### config.mk
export PLATFORM = sky130hd
export DESIGN_NAME = linked_subset_store_top
export DESIGN_NICKNAME = d
export VERILOG_FILES = /design/src/hdl/lss_pkg.sv /design/src/hdl/lss_ram.sv /design/src/hdl/linked_subset_store_top.sv
export SDC_FILE = /design/constraint.sdc
export NUM_CORES = 2
export LEC_CHECK = 0
export BUFFER_PORTS_ARGS = -buffer_cell sky130_fd_sc_hd__buf_2
export CORE_MARGIN = 2
export CORE_UTILIZATION = 50
export DETAILED_ROUTE_END_ITERATION = 16
export GPL_TIMING_DRIVEN = 0
export MAX_ROUTING_LAYER = met4
export PLACE_DENSITY = 0.67
export SLEW_MARGIN = 40
export SYNTH_ARGS = -nofsm -noshare
export SYNTH_HDL_FRONTEND = slang
export SYNTH_MEMORY_MAX_BITS = 65536
export SYNTH_SLANG_ARGS = --single-unit
### constraint.sdc
create_clock -name i_clk -period 12.1 [get_ports i_clk]
set_input_delay 0 -clock i_clk [delete_from_list [all_inputs] [get_ports i_clk]]
set_output_delay 0 -clock i_clk [all_outputs]
set_load 0.005 [all_outputs]
### src/hdl/lss_pkg.sv
// ----------------------------------------------------------------------------
// lss_pkg
// Shared types and constants of the linked subset store.
// ----------------------------------------------------------------------------
package lss_pkg;

    localparam int SET_SIZE_DEF = 256;
    localparam int POS_W        = 8;
    localparam int REQ_W        = 2;

    typedef enum logic [REQ_W-1:0] {
        REQ_QUERY  = 2'd0,
        REQ_INSERT = 2'd1,
        REQ_REMOVE = 2'd2,
        REQ_CLEAR  = 2'd3
    } t_req;

    typedef enum logic [1:0] {
        ST_IDLE,
        ST_EXEC,
        ST_RESP
    } t_state;

endpackage

### src/hdl/lss_ram.sv
// ----------------------------------------------------------------------------
// lss_ram
// Generic single write port, single read port RAM with registered read.
// ----------------------------------------------------------------------------
module lss_ram
    import lss_pkg::*;
#(
    parameter int WIDTH = $clog2(SET_SIZE_DEF + 2),
    parameter int DEPTH = SET_SIZE_DEF
) (
    input  logic                     i_clk,
    input  logic                     i_we,
    input  logic [$clog2(DEPTH)-1:0] i_waddr,
    input  logic [WIDTH-1:0]         i_wdata,
    input  logic                     i_re,
    input  logic [$clog2(DEPTH)-1:0] i_raddr,
    output logic [WIDTH-1:0]         o_rdata
);

    logic [WIDTH-1:0] r_mem [DEPTH];
    logic [WIDTH-1:0] r_rdata;

    always_ff @(posedge i_clk) begin
        if (i_we) begin
            r_mem[i_waddr] <= i_wdata;
        end
        if (i_re) begin
            r_rdata <= r_mem[i_raddr];
        end
    end

    assign o_rdata = r_rdata;

endmodule

### src/hdl/linked_subset_store_top.sv
// ----------------------------------------------------------------------------
// linked_subset_store_top
// Subset of 0..SET_SIZE-1 kept as a doubly linked list in next/prev link
// RAMs with head and tail sentinels; query, insert, remove and clear.
//
//  channel  | dir | tdata                                       | tuser
//  ---------+-----+---------------------------------------------+---------
//  s_axis   | in  | position                                    | req_type
//  m_axis   | out | was_member, first_position, element_count,  | -
//           |     | set_empty                                   |
//
// a beat goes through accept with the link read, update and response; response waits for a free output
// the registered read of the link RAMs sets the update slot
// reset clears membership, head and count at once; no clearing pass
// a result waits in the output register; the next beat is taken meanwhile
// ----------------------------------------------------------------------------
module linked_subset_store_top
    import lss_pkg::*;
#(
    parameter int SET_SIZE = SET_SIZE_DEF,
    localparam int IW      = $clog2(SET_SIZE + 2),
    localparam int CW      = $clog2(SET_SIZE + 1),
    localparam int OBITS   = 1 + IW + CW + 1,
    localparam int OW      = ((OBITS + 7) / 8) * 8
) (
    input  logic             i_clk,
    input  logic             i_rst_n,
    input  logic             i_s_axis_tvalid,
    output logic             o_s_axis_tready,
    input  logic [POS_W-1:0] i_s_axis_tdata,  // position
    input  logic [REQ_W-1:0] i_s_axis_tuser,  // req_type
    output logic             o_m_axis_tvalid,
    input  logic             i_m_axis_tready,
    output logic [OW-1:0]    o_m_axis_tdata   // was_member, first_position,
                                              // element_count, set_empty
);

    localparam int AW = $clog2(SET_SIZE);
    localparam logic [IW-1:0] HEAD_L = IW'(SET_SIZE);
    localparam logic [IW-1:0] TAIL_L = IW'(SET_SIZE + 1);

    t_state               r_state, n_state;
    t_req                 r_req, n_req;
    logic [POS_W-1:0]     r_pos, n_pos;
    logic                 r_ok, n_ok;
    logic                 r_was, n_was;
    logic [IW-1:0]        r_head, n_head;
    logic [CW-1:0]        r_count, n_count;
    logic [SET_SIZE-1:0]  r_flags, n_flags;
    logic [IW-1:0]        r_after, n_after;
    logic                 r_fix, n_fix;
    logic                 r_out_valid, n_out_valid;
    logic [OW-1:0]        r_out_data, n_out_data;

    logic                 w_accept;
    logic                 w_out_free;
    logic                 w_in_ok;
    logic [AW-1:0]        w_in_addr;
    logic [AW-1:0]        w_pos_a;
    logic [IW-1:0]        w_pos_l;
    logic [IW-1:0]        w_first;

    logic                 w_nx_we, w_pv_we, w_re;
    logic [AW-1:0]        w_nx_waddr, w_pv_waddr;
    logic [IW-1:0]        w_nx_wdata, w_pv_wdata;
    logic [IW-1:0]        w_nx_rdata, w_pv_rdata;

    assign w_accept   = i_s_axis_tvalid && (r_state == ST_IDLE);
    assign w_out_free = !r_out_valid || i_m_axis_tready;
    assign w_in_ok    = 32'(i_s_axis_tdata) < SET_SIZE;
    assign w_in_addr  = AW'(i_s_axis_tdata);
    assign w_pos_a    = AW'(r_pos);
    assign w_pos_l    = IW'(r_pos);
    assign w_first    = (r_count == '0) ? HEAD_L : r_head;

    lss_ram #(
        .WIDTH (IW),
        .DEPTH (SET_SIZE)
    ) u_next_ram (
        .i_clk   (i_clk),
        .i_we    (w_nx_we),
        .i_waddr (w_nx_waddr),
        .i_wdata (w_nx_wdata),
        .i_re    (w_re),
        .i_raddr (w_in_addr),
        .o_rdata (w_nx_rdata)
    );

    lss_ram #(
        .WIDTH (IW),
        .DEPTH (SET_SIZE)
    ) u_prev_ram (
        .i_clk   (i_clk),
        .i_we    (w_pv_we),
        .i_waddr (w_pv_waddr),
        .i_wdata (w_pv_wdata),
        .i_re    (w_re),
        .i_raddr (w_in_addr),
        .o_rdata (w_pv_rdata)
    );

    always_comb begin
        n_state = r_state;
        case (r_state)
            ST_IDLE: begin
                if (w_accept) begin
                    n_state = ST_EXEC;
                end
            end
            ST_EXEC: begin
                n_state = ST_RESP;
            end
            ST_RESP: begin
                if (w_out_free) begin
                    n_state = ST_IDLE;
                end
            end
            default: begin
                n_state = ST_IDLE;
            end
        endcase
    end

    always_comb begin
        o_s_axis_tready = (r_state == ST_IDLE);
        n_req       = r_req;
        n_pos       = r_pos;
        n_ok        = r_ok;
        n_was       = r_was;
        n_head      = r_head;
        n_count     = r_count;
        n_flags     = r_flags;
        n_after     = r_after;
        n_fix       = r_fix;
        n_out_valid = r_out_valid && !i_m_axis_tready;
        n_out_data  = r_out_data;
        w_re        = 1'b0;
        w_nx_we     = 1'b0;
        w_nx_waddr  = w_pos_a;
        w_nx_wdata  = r_head;
        w_pv_we     = 1'b0;
        w_pv_waddr  = w_pos_a;
        w_pv_wdata  = HEAD_L;
        case (r_state)
            ST_IDLE: begin
                if (w_accept) begin
                    n_req = t_req'(i_s_axis_tuser);
                    n_pos = i_s_axis_tdata;
                    n_ok  = w_in_ok;
                    n_was = w_in_ok && r_flags[w_in_addr];
                    n_fix = 1'b0;
                    w_re  = 1'b1;
                end
            end
            ST_EXEC: begin
                case (r_req)
                    REQ_CLEAR: begin
                        n_flags = '0;
                        n_head  = TAIL_L;
                        n_count = '0;
                    end
                    REQ_INSERT: begin
                        if (r_ok && !r_was) begin
                            w_nx_we          = 1'b1;
                            w_pv_we          = 1'b1;
                            n_head           = w_pos_l;
                            n_flags[w_pos_a] = 1'b1;
                            n_count          = r_count + CW'(1);
                            n_after          = r_head;
                            n_fix            = (r_head != TAIL_L);
                        end
                    end
                    REQ_REMOVE: begin
                        if (r_ok && r_was) begin
                            // unlink: next[prev] = next, prev[next] = prev
                            if (w_pv_rdata == HEAD_L) begin
                                n_head = w_nx_rdata;
                            end else begin
                                w_nx_we    = 1'b1;
                                w_nx_waddr = AW'(w_pv_rdata);
                                w_nx_wdata = w_nx_rdata;
                            end
                            if (w_nx_rdata != TAIL_L) begin
                                w_pv_we    = 1'b1;
                                w_pv_waddr = AW'(w_nx_rdata);
                                w_pv_wdata = w_pv_rdata;
                            end
                            n_flags[w_pos_a] = 1'b0;
                            n_count          = r_count - CW'(1);
                        end
                    end
                    default: begin
                    end
                endcase
            end
            ST_RESP: begin
                // back link of the old first element
                if (r_fix) begin
                    w_pv_we    = 1'b1;
                    w_pv_waddr = AW'(r_after);
                    w_pv_wdata = w_pos_l;
                end
                if (w_out_free) begin
                    n_out_valid = 1'b1;
                    n_out_data  = OW'({(r_count == '0), r_count, w_first, r_was});
                end
            end
            default: begin
            end
        endcase
    end

    always_ff @(posedge i_clk) begin
        if (!i_rst_n) begin
            r_state     <= ST_IDLE;
            r_head      <= TAIL_L;
            r_count     <= '0;
            r_flags     <= '0;
            r_fix       <= 1'b0;
            r_out_valid <= 1'b0;
        end else begin
            r_state     <= n_state;
            r_head      <= n_head;
            r_count     <= n_count;
            r_flags     <= n_flags;
            r_fix       <= n_fix;
            r_out_valid <= n_out_valid;
        end
    end

    always_ff @(posedge i_clk) begin
        r_req      <= n_req;
        r_pos      <= n_pos;
        r_ok       <= n_ok;
        r_was      <= n_was;
        r_after    <= n_after;
        r_out_data <= n_out_data;
    end

    assign o_m_axis_tvalid = r_out_valid;
    assign o_m_axis_tdata  = r_out_data;

endmodule

==> results.md <==
- TritonCTS built the clock tree.
- Across the run, the number of max-cap violations was 0.
- The startpoint of the most critical hold path is i_s_axis_tdata[5].
- The share of synthesized area in the top cell type comes to between 70% and 80%.
- The tree built by TritonCTS fans out to 4943 sinks.
- The synthesized netlist occupies a cell area of 0.196 sq mm.
- For this run, the post-layout net count is 11500.
- The share of layout cells above drive strength 1 is 24.9%.
- The reg-to-reg critical path startpoint is r_req[0].
- After detailed placement, the total cell area comes to ~0.21 sq mm.
- Dividing the detail-routed wire length by the instance count gives 42.5 um.
- The final wirelength is 727 mm.
- After routing the design area is 0.225 sq mm.
- In this run, synthesis produced a sequential element count of 4943.
- CTS built an H-tree with a depth of 5.
- The synthesized instance count is 10700.
- The routability-driven placement congestion ratio is a little over 1.
- The area of the core is 0.392 sq mm.
- Counting flops with an async set or reset pin after synthesis yields a share of 0%.
- Summed over all failing endpoints, the final setup total negative slack is 0 ps.
- The die outline height is 631 um.
- In this run, synthesis inferred 4665 flip-flops with an integrated enable.
- The kind of launch point of the worst setup path is a flop.
- The final critical path time including I/O delays and setup is ~5700 ps.
- The initial detailed-routing violation count is a little over 20000.
- The setup violation total in the final timing report is 0.
- The worst setup path is captured at a flop.
- The number of routed nets with antenna violations is 0.
- The count of final max-slew check failures is 0.
- The post-synthesis sequential area ratio is 74.2%.
- For the worst-skew pair, the clock arrives at the later sink with an insertion delay of between 1000 and 1500 ps.
- The headroom to the max-slew limit is about 31%.
- The most repeated library cell on the critical path is sky130_fd_sc_hd__buf_2.
- After clock tree synthesis, the clock-pin slew on the worst setup and hold paths is 60 ps.
- The capture instance of the worst register-to-register path is u_next_ram.r_mem[226][6].
- Broken down by cell family, the worst path's largest delay share belongs to simple AND/OR/NAND/NOR gates.
- The length in cells of the worst reg-to-reg path is 11.
- The most repeated cell in the gate-level netlist after synthesis is sky130_fd_sc_hd__edfxtp_1.
- The die width is 631 um.
- The area growth from synthesis to layout is 14.8%.
- The count of warnings emitted by yosys is 0.
- For flop-to-flop paths, the worst setup slack is ~6400 ps.
- The first-pass GRT wire length is 964 mm.
- The remaining global-route overflow is 0.
- Buffers inserted to repair hold after CTS numbered 26.
- The root buffer cell chosen for the clock tree is sky130_fd_sc_hd__clkbuf_16.
- Walking the worst path, the cells encountered are inv_1 -> ha_1 -> buf_2 -> nand3_1 -> a41oi_1 -> buf_2 -> mux2i_4 -> nor2_1 -> nand2_4 -> buf_4 -> nor2_2.
- The floorplan has 230 rows.
- The largest single stage delay on the critical path is 780 ps.
- Entering global routing, the biggest net connects 99 pins.
- The flow ran to the end, and the final reports show no timing, DRC or antenna violations.
- Ranked by total cell area, the synthesized netlist is headed by sky130_fd_sc_hd__edfxtp_1 71%, sky130_fd_sc_hd__mux4_2 10%, sky130_fd_sc_hd__mux2i_1 3.2%, sky130_fd_sc_hd__dfxtp_1 2.8%, sky130_fd_sc_hd__nor2_1 1.5%.
- The number of buffers and inverters on the critical path is 4.
- Averaged over all synthesized cells, the footprint is 18.4 sq um.
- In this run the power density over the cells is ~160 mW/mm^2.
- Summed over all cells, the static leakage comes to 0.0681 uW.
- The number of instances on the worst hold path is 2.
- Static timing analysis puts the maximum clock frequency at 175 MHz.
- The post-route DRC violation count is 0.
- The maximum vdd ir drop is 146 uV.
- The most used flip-flop cell after synthesis is sky130_fd_sc_hd__edfxtp_1.
- The overall via count from detail_route is 118000.
- The arrival time reported for the critical path endpoint is around 6400 ps.
- The classification of the worst-slack hold path is input pin to flop.
- Among all stages on the critical path, the largest delay is contributed by sky130_fd_sc_hd__nor2_2.
- The wire-length estimate of the detail-placed layout is 517 mm.
- The post-detailed-route via-to-cell ratio is approximately 7.
- The floorplan step defined a die boundary enclosing 0.398 sq mm.
- In this run the worst path has a maximum fanout of 12.
- The pre-antenna-repair detailed-routing pass consisted of 8 iterations.
- The required arrival time at the worst endpoint is 12750 ps.
- By count the netlist is led by 4665 x sky130_fd_sc_hd__edfxtp_1, 912 x sky130_fd_sc_hd__mux4_2, 771 x sky130_fd_sc_hd__nor2_1.
- For the pin with the worst max-slew slack, the measured transition is 1040 ps.
- Setup repair after global routing left no endpoint under its margin.
- After clock tree synthesis, the setup repair step added 0 buffers.
- The count of cell types in the netlist is 82.
- The top-level port count is 40.
- The cell type contributing the most total cell area after synthesis is sky130_fd_sc_hd__edfxtp_1.
- Between clock sinks in the finished design, the worst skew comes to between 50 and 60 ps.
- Gates resized during post-CTS repair numbered 0.
- The number of buffer cells added on primary ports is 34.
- The category of the most critical setup path is flop to flop.
- The total CTS buffers is 478.
- The count of final hold-check violations is 0.
- The period utilization is 47.3%.
- The endpoint of the worst hold path is r_pos[5].
- The overall global routing resource usage is 37.1%.
- The clock passes through at most 4 buffers.
- The number of global-route vias before repair is 113000.
- The initial antenna violation count was 53.
- For this configuration, the core starts out at a cell density of 50.1%.
[worst max-delay path by stage]
stage	to	startpoint	cells past startpoint	slack [ps]
after CTS	u_next_ram.r_mem[149][4]	r_req[0]	11	6320
after global placement	u_prev_ram.r_mem[98][0]	r_req[0]	7	-6570
after detailed placement	u_next_ram.r_mem[149][2]	r_req[0]	11	6310
after global routing	u_next_ram.r_mem[201][4]	r_req[0]	12	6470
after floorplan	u_prev_ram.r_mem[0][0]	r_req[0]	7	3200
final	u_next_ram.r_mem[226][6]	r_req[0]	11	6380
[report_power, final]
part | leakage, uW | total [uW] | switching [uW] | internal, uW
Clock | 0.00740 | 14700 | 6550 | 8170
Combinational | 0.0191 | 2370 | 1730 | 639
Sequential | 0.0416 | 18600 | 23.3 | 18600
Total | 0.0681 | 35700 | 8310 | 27400
[cell usage in the layout (no fill, tap or decap), types with 56 or more instances in the layout]
cell,n
sky130_fd_sc_hd__clkbuf_16,488
sky130_fd_sc_hd__edfxtp_1,4665
sky130_fd_sc_hd__nor4_1,88
sky130_fd_sc_hd__nor2_1,281
sky130_fd_sc_hd__o221ai_1,252
sky130_fd_sc_hd__a221oi_1,106
sky130_fd_sc_hd__dfxtp_1,278
sky130_fd_sc_hd__nand2_1,366
sky130_fd_sc_hd__o22ai_1,357
sky130_fd_sc_hd__buf_4,104
sky130_fd_sc_hd__nor2b_1,283
sky130_fd_sc_hd__clkbuf_2,153
sky130_fd_sc_hd__buf_8,56
sky130_fd_sc_hd__a21oi_1,125
sky130_fd_sc_hd__nor3_1,108
sky130_fd_sc_hd__a21boi_0,254
sky130_fd_sc_hd__clkinv_1,108
sky130_fd_sc_hd__mux2i_1,628
sky130_fd_sc_hd__buf_2,238
sky130_fd_sc_hd__nor2_2,477
sky130_fd_sc_hd__clkinv_2,100
sky130_fd_sc_hd__a22oi_1,128
sky130_fd_sc_hd__buf_16,93
sky130_fd_sc_hd__mux4_2,912
sky130_fd_sc_hd__a22o_1,205
sky130_fd_sc_hd__clkbuf_1,373
[cell families (layout without fill, tap and decap cells)]
logic type | after synthesis | after routing | synth area share [%]
fa+ha+maj | 14 | 14 | 0.0931
buf+inv | 749 | 1934 | 1.70
mux | 1558 | 1558 | 13.8
xor+xnor | 5 | 5 | 0.0223
flops | 4943 | 4943 | 74.2
compound gates | 1536 | 1536 | 5.86
other cells | 1 | 59 | 0.00191
simple gates | 1847 | 1847 | 4.35
[through the flow]
stage	power [uW]	hold slack [ps]	utilization [%]	std cells	setup WS (ps)
after global placement	21100	214	51.8	15900	-6570
after floorplan	20100	98.9	-	10700	3200
after detailed placement	21200	202	53.5	16200	6310
after CTS	35600	72.7	57.4	17100	6320
after global routing	36300	121	57.5	17100	6470
final	35700	155	57.5	17100	6380
[flip-flops by register name, indices dropped and copies added (netlist names)]
name	count
r_was	1
r_state	2
r_fix	1
r_after	8
r_pos	8
o_m_axis_tdata	20
r_req	2
r_flags	256
u_next_ram.r_mem	2304
o_m_axis_tvalid	1
u_next_ram.o_rdata	9
u_prev_ram.o_rdata	9
r_head	9
r_count	9
u_prev_ram.r_mem	2304
[routing by layer]
metal	wire [um]	vias up	track usage, %
li1	-	45300	-
met1	242000	61400	43.5
met5	0	-	-
met4	72400	0	30.0
met2	321000	9253	53.1
met3	91800	2267	11.5
[layout make-up]
type	count	area, sq um
inverters	13	48.8
clock inverters	278	2340
well taps	5220	6530
diodes	55	138
fillers	28600	166000
repair buffers	304	4840
flip-flops and latches	4943	146000
plain buffers	736	3640
multi-input cells	4964	49400
clock buffers	603	12700
Power figures use the tool's default switching activity.
